--- src/hdl/h2r_pkg.sv ---
// Package for the integer HSV to RGB converter.
// Holds field widths, sector codes, the sector/ramp struct and divider constants.
// No dependencies.
`timescale 1ns / 1ps
`default_nettype none

package h2r_pkg;

  // Field widths of one pixel beat.
  localparam int unsigned HUE_W  = 9;
  localparam int unsigned CHAN_W = 8;

  // Each hue sector spans this many degrees.
  localparam int unsigned SECTOR_DEG = 60;
  localparam int unsigned RAMP_W     = 6;
  localparam int unsigned NUM_SECT   = 6;

  // The product (value - floor) * ramp stays below 255 * 60 + 1.
  localparam int unsigned PROD_W = CHAN_W + RAMP_W;

  // Division by 60 as a multiplication by ceil(2^20 / 60) and a shift.
  // The reciprocal overshoots 2^20 / 60 by 44 / 60, which keeps
  // the quotient exact for every product below 23831, well above 255 * 60.
  localparam int unsigned RECIP_SHIFT = 20;
  localparam int unsigned RECIP_W     = 15;
  localparam logic [RECIP_W-1:0] RECIP_60 = RECIP_W'(17477);

  // Full-scale channel level.
  localparam logic [CHAN_W-1:0] CHAN_MAX = '1;

  // Hue sectors; the last code stands for a hue of 360 degrees or more.
  typedef enum logic [2:0] {
    SECT_RED_YEL  = 3'd0,
    SECT_YEL_GRN  = 3'd1,
    SECT_GRN_CYN  = 3'd2,
    SECT_CYN_BLU  = 3'd3,
    SECT_BLU_MAG  = 3'd4,
    SECT_MAG_RED  = 3'd5,
    SECT_NONE     = 3'd6
  } h2r_sector_e;

  // Sector of a hue and the ramp that drives its interpolated channel.
  typedef struct packed {
    h2r_sector_e             sector;
    logic [RAMP_W-1:0]       ramp;
  } h2r_sect_t;

endpackage

`default_nettype wire

--- src/hdl/h2r_sector.sv ---
// Hue sector finder: splits a hue into its 60-degree sector and the ramp of that sector.
// Purely combinational. Depends on h2r_pkg.
`timescale 1ns / 1ps
`default_nettype none

module h2r_sector import h2r_pkg::*; (
  input  wire logic [HUE_W-1:0] hue_i,
  output h2r_sect_t             sect_o
);

  logic [NUM_SECT-1:0] above;
  logic [2:0]          count;
  logic [HUE_W-1:0]    base;
  logic [HUE_W-1:0]    rem;
  logic [RAMP_W-1:0]   rise;
  logic [RAMP_W-1:0]   fall;
  h2r_sector_e         sector;

  // Compare the hue against every sector boundary in parallel.
  always_comb begin
    for (int k = 0; k < NUM_SECT; k++) begin
      above[k] = (hue_i >= HUE_W'((k + 1) * SECTOR_DEG));
    end
  end

  // The boundaries are ordered, so the number of boundaries passed is the sector.
  always_comb begin
    count = '0;
    for (int k = 0; k < NUM_SECT; k++) begin
      count = count + 3'(above[k]);
    end
  end

  // Name the sector and find its starting angle.
  always_comb begin
    unique case (count)
      3'd0: begin sector = SECT_RED_YEL; base = HUE_W'(0 * SECTOR_DEG); end
      3'd1: begin sector = SECT_YEL_GRN; base = HUE_W'(1 * SECTOR_DEG); end
      3'd2: begin sector = SECT_GRN_CYN; base = HUE_W'(2 * SECTOR_DEG); end
      3'd3: begin sector = SECT_CYN_BLU; base = HUE_W'(3 * SECTOR_DEG); end
      3'd4: begin sector = SECT_BLU_MAG; base = HUE_W'(4 * SECTOR_DEG); end
      3'd5: begin sector = SECT_MAG_RED; base = HUE_W'(5 * SECTOR_DEG); end
      default: begin sector = SECT_NONE; base = HUE_W'(NUM_SECT * SECTOR_DEG); end
    endcase
  end

  // Remainder within the sector; the falling ramp counts down from 60.
  assign rem  = hue_i - base;
  assign rise = rem[RAMP_W-1:0];
  assign fall = RAMP_W'(SECTOR_DEG) - rise;

  // Even sectors interpolate upwards, odd sectors downwards.
  always_comb begin
    sect_o.sector = sector;
    unique case (sector)
      SECT_YEL_GRN, SECT_CYN_BLU, SECT_MAG_RED: sect_o.ramp = fall;
      default:                                  sect_o.ramp = rise;
    endcase
  end

endmodule

`default_nettype wire

--- config.mk ---
export PLATFORM = sky130hd
export DESIGN_NAME = h2r_sector
export DESIGN_NICKNAME = d
export VERILOG_FILES = /design/src/hdl/h2r_pkg.sv /design/src/hdl/h2r_sector.sv
export SDC_FILE = /design/constraint.sdc
export NUM_CORES = 1
export LEC_CHECK = 0
export ABC_AREA = 1
export BUFFER_PORTS_ARGS = -buffer_cell sky130_fd_sc_hd__buf_2
export CORE_MARGIN = 2
export CORE_UTILIZATION = 30
export DETAILED_ROUTE_END_ITERATION = 10
export PLACE_DENSITY = 0.49
export SLEW_MARGIN = 30
export SYNTH_ARGS = -nofsm -noshare
export SYNTH_HDL_FRONTEND = slang
export SYNTH_SLANG_ARGS = --single-unit
--- constraint.sdc ---
create_clock -name vclk -period 21.8
set_input_delay 6.54 -clock vclk [all_inputs]
set_output_delay 6.54 -clock vclk [all_outputs]
set_load 0.02 [all_outputs]
==> flow_metrics.py, run 1 <==
metrics = {
    "outcome": {
        "outcome": "finished clean",
    },
    "routing": {
        "drt-vias-per-instance": 4.639,
        "ant_nets": 0,
        "drt_first_iter_violations": 11,
        "wire_per_inst_um": 8.770,
        "drcViolationCount": 0,
        "num_vias": 566,
        "dr.pass1.iters": 4,
        "drt-total-wl_mm": 1.070,
    },
    "timing": {
        "fin_ws_ns": 5.020,
        "final-hold-violation-count": 0,
        "fmax_mhz": 59.59,
        "finalSetupViolCount": 0,
        "hold_slack_ns": 13.33,
        "tns_ns": 0,
        "layout_min_cycle_time_ns": 16.78,
        "rsz0062_at_grt": "false",
        "post-route-period-util_pct": 76.97,
        "maxSlewViolCount": 0,
        "worst_slew_pin_slew_ns": 0.4521,
        "relSlewSlack_pct": 69.86,
    },
    "global_routing": {
        "grt_max_degree": 12,
        "grt_pass1_vias": 431,
        "grt_pass1_wl_mm": 1.711,
        "grt_overflow_total": 0,
        "antenna_found_initial": 0,
        "track_usage_pct": 10.40,
    },
    "synthesis": {
        "synth.top_cells.by_area": "fa_1 (15%), nand2_1 (13%), inv_1 (13%)",
        "synth_compound_area_share_pct": 12.50,
        "synth_cells": 89,
        "syn_nets": 107,
        "yosysTopAreaCellShare_pct": 15.09,
        "syn_area_um2": 530.5,
        "yosysUniqueCellTypes": 22,
        "synth_area_per_cell_um2": 5.961,
        "synth_area_leader_cell": "fa_1",
        "synth.area.mux_share_pct": 0,
        "synth-xor-area-share_pct": 3.302,
        "ys.warnings.count": 0,
        "ys_seq_area_share_pct": 0,
        "synthAdderAreaFrac_pct": 26.89,
        "synth-simple-area-share_pct": 36.79,
        "synth_top_family_by_area": "simple AND/OR/NAND/NOR gates",
    },
    "setup_path": {
        "cp_max_fo": 4,
        "path_cells": "buf_2 -> nand2_1 -> nor2_1 -> nor3_1 -> fa_1 -> inv_1 -> fa_1 -> ha_1 -> inv_1 -> fa_1 -> inv_1 -> nor2_1 -> a21oi_2 -> fa_1 -> nand2_1 -> o21ai_1 -> xor2_1 -> buf_2",
        "path_class": "input pin to output pin",
        "required_ns": 15.26,
        "max_stage_delay_ns": 0.60,
        "critPathTopFamily": "adder cells",
        "crit_buf_inv": 5,
        "crit_top_cell": "fa_1",
        "end_kind": "output pin",
        "start_kind": "input pin",
        "critPathArrivalTime_ns": 10.24,
        "cpMaxStageDelayCell": "fa_1",
        "cp.depth": 18,
    },
    "final_layout": {
        "final_layout_size_suffix_gt1_share_pct": 24.76,
        "fillers": 201,
        "final_common_cell": "nand2_1",
        "antennaDiodeCount": 0,
        "final_util_pct": 36.89,
        "nNetsFinal": 125,
        "syn2layout_area_growth_pct": 17.45,
        "nFlopsAndLatches": 0,
        "stdcell_count": 122,
        "clock_buffers": 0,
        "fin_area_um2": 623.1,
        "regArea_um2": 0,
        "layout_common_cells": "nand2_1 (19), inv_1 (18), buf_2 (18)",
    },
    "floorplanning": {
        "rows": 15,
        "dieArea_um2": 2121,
        "num_io_pins": 18,
        "initial_utilization_pct": 31.41,
        "fp.dieW_um": 46.05,
        "core_area_um2": 1689,
        "die_y_um": 46.05,
    },
    "power_and_ir_drop": {
        "pwr-share-clk_pct": 0,
        "p_int_uw": 26.06,
        "power.switching_uw": 46.98,
        "pwr-share-comb_pct": 100.0,
        "p_leak_nw": 0.3801,
        "sw_frac_of_total_pct": 64.32,
        "p_seq_share_pct": 0,
        "max-vdd-ir-drop_uv": 52.47,
        "powerDensity_nw_per_um2": 117.2,
        "power_uw": 73.04,
    },
    "worst_hold_path": {
        "min_path_type": "input pin to output pin",
        "min_path_cells": 2,
    },
    "clocking": {
        "postCtsSetupBuffers": 0,
        "cts_resized": 0,
        "postCtsHoldBufs": 0,
    },
    "placement": {
        "gp_congestion": 0.7572,
        "dp.final_hpwl_um": 946.4,
        "placedCellCount": 122,
        "place_ws_ns": 5.043,
        "dpl_cell_area_um2": 623.1,
        "io_buffer_count": 18,
    },
    "run": {
        "maxCapViolCount": 0,
    },
}
==> per-layer routing <==
| metal | routed length (um) | share of wire [%] | global-route usage [%] |
|---|---|---|---|
| met1 | 549 | 51 | 16.24 |
| met2 | 457 | 43 | 16.94 |
| met3 | 63 | 5.9 | 0 |
| met4 | 0 | 0 | 0 |
| met5 | 0 | 0 | 0 |
==> synthesized netlist by cell type (all sizes together) <==
cell   instances
a22oi          2
nor2          15
nor4           1
inv           22
ha             5
xor2           2
nand2         20
fa             4
nand4          1
nor3           1
a21oi          2
o21ai          5
a31oi          2
nand3          5
buf            2
==> power by group through the flow <==
stage          combinational [mW]  sequential [mW]  clock, mW
2_1_floorplan              0.0573                0          0
4_1_cts                    0.0741                0          0
3_3_place_gp               0.0733                0          0
3_5_place_dp               0.0734                0          0
5_1_grt                    0.0814                0          0
6_report                   0.0730                0          0
==> layout make-up <==
class                           instances  area, um^2  share of cell area, %
Multi-Input combinational cell         65       421.7                  67.67
Timing Repair Buffer                   18       90.09                  14.46
Inverter                               22       90.09                  14.46
Tap cell                               17       21.27                  3.414
==> cell families after synthesis <==
logic type,Yosys count
AOI/OAI and AO/OA,11
xor gates and xnor gates,2
adders and majority gates,9
buffers and inverters,24
and+or+nand+nor,43
==> final timing paths <==
check / startpoint / endpoint / slack (ns)
setup / recovery: hue_i[5] / sect_o[4] / 5.02
hold / removal: hue_i[0] / sect_o[0] / 13.33
No activity file was read; power rests on OpenSTA's default activity.
==> run 2: changes to the inputs <==
- PLACE_DENSITY: 0.49 -> 0.51
- clock period: 21.8 -> 14.9 ns (I/O delays scaled with it)
==> flow_metrics.py, run 2 (synthesized netlist as in run 1, its figures left out) <==
metrics = {
    "final_layout": {
        "stdcell_count": 122,
        "regArea_um2": 0,
        "final_common_cell": "nand2_1",
        "nNetsFinal": 125,
        "nFlopsAndLatches": 0,
        "clock_buffers": 0,
        "final_layout_size_suffix_gt1_share_pct": 24.76,
        "syn2layout_area_growth_pct": 17.45,
        "layout_common_cells": "nand2_1 (19), inv_1 (18), buf_2 (18)",
        "antennaDiodeCount": 0,
    },
    "placement": {
        "io_buffer_count": 18,
        "gp_congestion": 0.7334,
        "placedCellCount": 122,
        "dp.final_hpwl_mm": 1.017,
    },
    "floorplanning": {
        "num_io_pins": 18,
        "die_y_um": 46.05,
        "fp.dieW_um": 46.05,
        "dieArea_um2": 2121,
        "core_area_um2": 1689,
        "initial_utilization_pct": 31.41,
        "rows": 15,
    },
    "global_routing": {
        "grt_max_degree": 12,
        "grt_pass1_vias": 465,
        "antenna_found_initial": 0,
        "grt_overflow_total": 0,
        "grt_pass1_wl_mm": 1.973,
        "track_usage_pct": 12.09,
    },
    "setup_path": {
        "crit_buf_inv": 5,
        "max_stage_delay_ns": 0.60,
        "path_class": "input pin to output pin",
        "crit_top_cell": "fa_1",
        "required_ns": 10.43,
        "end_kind": "output pin",
        "cpMaxStageDelayCell": "fa_1",
        "critPathTopFamily": "adder cells",
        "cp_max_fo": 4,
        "critPathArrivalTime_ns": 8.19,
        "path_cells": "buf_2 -> nand2_1 -> nor2_1 -> nor3_1 -> fa_1 -> inv_1 -> fa_1 -> ha_1 -> inv_1 -> fa_1 -> inv_1 -> nor2_1 -> a21oi_2 -> fa_1 -> nand2_1 -> o21ai_1 -> xor2_1 -> buf_2",
        "start_kind": "input pin",
    },
    "routing": {
        "drt-vias-per-instance": 4.770,
        "drt-total-wl_mm": 1.145,
        "drt_first_iter_violations": 3,
        "wire_per_inst_um": 9.385,
        "dr.pass1.iters": 4,
        "drcViolationCount": 0,
        "num_vias": 582,
        "ant_nets": 0,
    },
    "outcome": {
        "outcome": "finished clean",
    },
    "timing": {
        "post-route-period-util_pct": 84.96,
        "rsz0062_at_grt": "false",
        "maxSlewViolCount": 0,
        "final-hold-violation-count": 0,
        "tns_ns": 0,
        "relSlewSlack_pct": 70.49,
        "fmax_mhz": 79.00,
        "worst_slew_pin_slew_ns": 0.4426,
        "finalSetupViolCount": 0,
        "layout_min_cycle_time_ns": 12.66,
    },
    "power_and_ir_drop": {
        "p_leak_nw": 0.3801,
        "max-vdd-ir-drop_uv": 73.16,
        "powerDensity_nw_per_um2": 172.6,
    },
    "clocking": {
        "postCtsSetupBuffers": 0,
        "postCtsHoldBufs": 0,
        "cts_resized": 0,
    },
    "run": {
        "maxCapViolCount": 0,
    },
    "worst_hold_path": {
        "min_path_type": "input pin to output pin",
    },
}
[run 2: cell counts in the layout (fill, tap and decap cells not counted)]
Identical to the previous run, type by type.
[run 2: layout make-up]
| cell class | instances | area, um^2 |
|---|---|---|
| multi-input combinational | 65 | 421.7 |
| fill | 208 | 1066 |
| timing repair buffer | 18 | 90.09 |
| tap | 17 | 21.27 |
| inverter | 22 | 90.09 |
[run 2: per-stage QoR]
step / setup slack [ns] / util, % / area, um^2 / power (mW) / hold slack, ns
CTS: 2.198 / 36.89 / 623.1 / 0.1095 / 9.187
global placement: 2.240 / 36.89 / 623.1 / 0.1070 / 9.190
finish: 2.241 / 36.89 / 623.1 / 0.1075 / 9.185
floorplan: 2.425 / - / 530.5 / 0.08378 / 9.053
global route: 1.916 / 36.89 / 623.1 / 0.1222 / 9.206
detailed placement: 2.221 / 36.89 / 623.1 / 0.1088 / 9.187
[run 2: report_power, final]
group          switching (mW)  leakage [nW]  total (mW)  internal [mW]
Clock                       0             0           0              0
Sequential                  0             0           0              0
Combinational          0.0692         0.380       0.108         0.0384
Total                  0.0692         0.380       0.108         0.0384
[run 2: per-layer routing]
| layer | wire, um | vias to the layer above | track usage [%] |
|---|---|---|---|
| met3 | 83 | 0 | 0.7843 |
| met2 | 509 | 20 | 20.83 |
| met4 | 0 | 0 | 0 |
| met1 | 552 | 254 | 17.45 |
| li1 | - | 308 | - |
| met5 | 0 | - | 0 |
[run 2: final timing paths]
path	start	endpoint	slack (ns)	cells past startpoint
hold / removal	hue_i[0]	sect_o[0]	9.18	2
setup / recovery	hue_i[5]	sect_o[4]	2.24	18
==> run 3: changes to the inputs <==
- clock period: 14.9 -> 10.1 ns (I/O delays scaled with it)
==> flow_metrics.py, run 3 (synthesized netlist as in run 1, its figures left out) <==
metrics = {
    "outcome": {
        "outcome": "finished clean",
    },
    "global_routing": {
        "grt.busiest_layer": "met2",
        "grt_util_met2_pct": 16.11,
        "grt_max_degree": 12,
        "grt_pass1_wl_mm": 1.669,
        "grt_overflow_total": 0,
        "antenna_found_initial": 0,
        "use_met1_pct": 15.80,
        "use_met3_pct": 1.569,
        "grt_pass1_vias": 412,
        "track_usage_pct": 10.33,
    },
    "final_layout": {
        "final_util_pct": 36.89,
        "nNetsFinal": 125,
        "layout_common_cells": "nand2_1 (19), inv_1 (18), buf_2 (18)",
        "syn2layout_area_growth_pct": 17.45,
        "multi_input_area_um2": 421.7,
        "nFlopsAndLatches": 0,
        "final_common_cell": "nand2_1",
        "fin_area_um2": 623.1,
        "clock_buffers": 0,
        "final_layout_size_suffix_gt1_share_pct": 24.76,
        "antennaDiodeCount": 0,
        "fillers": 183,
        "regArea_um2": 0,
    },
    "power_and_ir_drop": {
        "sw_frac_of_total_pct": 64.34,
        "power_uw": 157.7,
        "pwr-share-comb_pct": 100.0,
        "max-vdd-ir-drop_uv": 158.0,
        "power.switching_uw": 101.4,
        "pwr-share-clk_pct": 0,
        "p_int_uw": 56.23,
        "p_leak_nw": 0.3801,
        "p_seq_share_pct": 0,
        "powerDensity_nw_per_um2": 253.1,
    },
    "placement": {
        "gp_congestion": 0.7515,
        "io_buffer_count": 18,
        "dp.final_hpwl_um": 919.7,
        "dpl_cell_area_um2": 623.1,
    },
    "worst_hold_path": {
        "hp-start": "hue_i[0]",
        "min_path_type": "input pin to output pin",
        "min_path_cells": 2,
        "hold_end": "sect_o[0]",
    },
    "setup_path": {
        "critPathArrivalTime_ns": 6.74,
        "start_kind": "input pin",
        "path_class": "input pin to output pin",
        "end_kind": "output pin",
        "required_ns": 7.07,
        "cp_max_fo": 4,
    },
    "timing": {
        "fmax_mhz": 102.4,
        "relSlewSlack_pct": 70.40,
        "layout_min_cycle_time_ns": 9.768,
        "worst_slew_pin_slew_ns": 0.4441,
        "maxSlewViolCount": 0,
        "finalSetupViolCount": 0,
        "final-hold-violation-count": 0,
        "tns_ns": 0,
        "rsz0062_at_grt": "false",
        "hold_slack_ns": 6.307,
        "post-route-period-util_pct": 96.71,
    },
    "clocking": {
        "cts_resized": 0,
        "postCtsHoldBufs": 0,
        "postCtsSetupBuffers": 0,
    },
    "routing": {
        "ant_nets": 0,
        "drt-vias-per-instance": 4.467,
        "drcViolationCount": 0,
        "wire_per_inst_um": 8.639,
        "drt_first_iter_violations": 9,
        "drt-total-wl_mm": 1.054,
        "num_vias": 545,
        "dr.pass1.iters": 3,
    },
    "run": {
        "maxCapViolCount": 0,
    },
    "floorplanning": {
        "fp.dieW_um": 46.05,
        "num_io_pins": 18,
        "rows": 15,
        "initial_utilization_pct": 31.41,
        "dieArea_um2": 2121,
        "die_y_um": 46.05,
        "core_area_um2": 1689,
    },
}
==> run 3: cell counts in the layout (fill, tap and decap cells not counted) <==
Identical to the previous run, type by type.
==> run 3: layout make-up <==
class	instances	share of cell area (%)
repair buffers	18	14.46
well taps	17	3.414
multi-input cells	65	67.67
inverters	22	14.46
==> run 3: layer usage <==
metal  share of wire, %  up-vias  wire length, um
li1                   -      308                -
met1                 54      222              567
met2                 39       15              412
met3                7.1        0               75
met4                  0        0                0
met5                  0        -                0
==> run 3: power groups by stage <==
stage	logic [mW]	clock network [mW]	registers [mW]
global route	0.176	0	0
finish	0.158	0	0
floorplan	0.124	0	0
detailed placement	0.158	0	0
CTS	0.160	0	0
global placement	0.158	0	0
==> run 3: critical path, stage by stage <==
cell and delay (ns):
buf_2 0.12, nor2_1 0.14, inv_1 0.07, nor3_1 0.26
fa_1 0.44, inv_1 0.09, fa_1 0.39, ha_1 0.21
inv_1 0.06, fa_1 0.49, inv_1 0.17, nor2_1 0.06
a21oi_2 0.18, fa_1 0.49, nand2_1 0.11, nand3_1 0.11
inv_1 0.08, nand2_1 0.05, nand2_1 0.04, buf_2 0.15
==> run 3: how the worst max path moves through the flow <==
stage | startpoint | endpoint | slack (ns) | depth (start not counted)
4_1_cts | hue_i[7] | sect_o[5] | 0.29 | 20
5_1_grt | hue_i[7] | sect_o[5] | 0.06 | 20
6_report | hue_i[7] | sect_o[5] | 0.33 | 20
3_5_place_dp | hue_i[7] | sect_o[5] | 0.32 | 20
3_3_place_gp | hue_i[5] | sect_o[4] | 0.30 | 18
2_1_floorplan | hue_i[4] | sect_o[4] | 0.50 | 16
==> run 3: through the flow <==
stage               setup WS (ns)  std cells
global placement           0.2993        122
floorplan                  0.5047         89
global route              0.05918        122
CTS                        0.2928        122
detailed placement         0.3168        122
finish                     0.3320        122
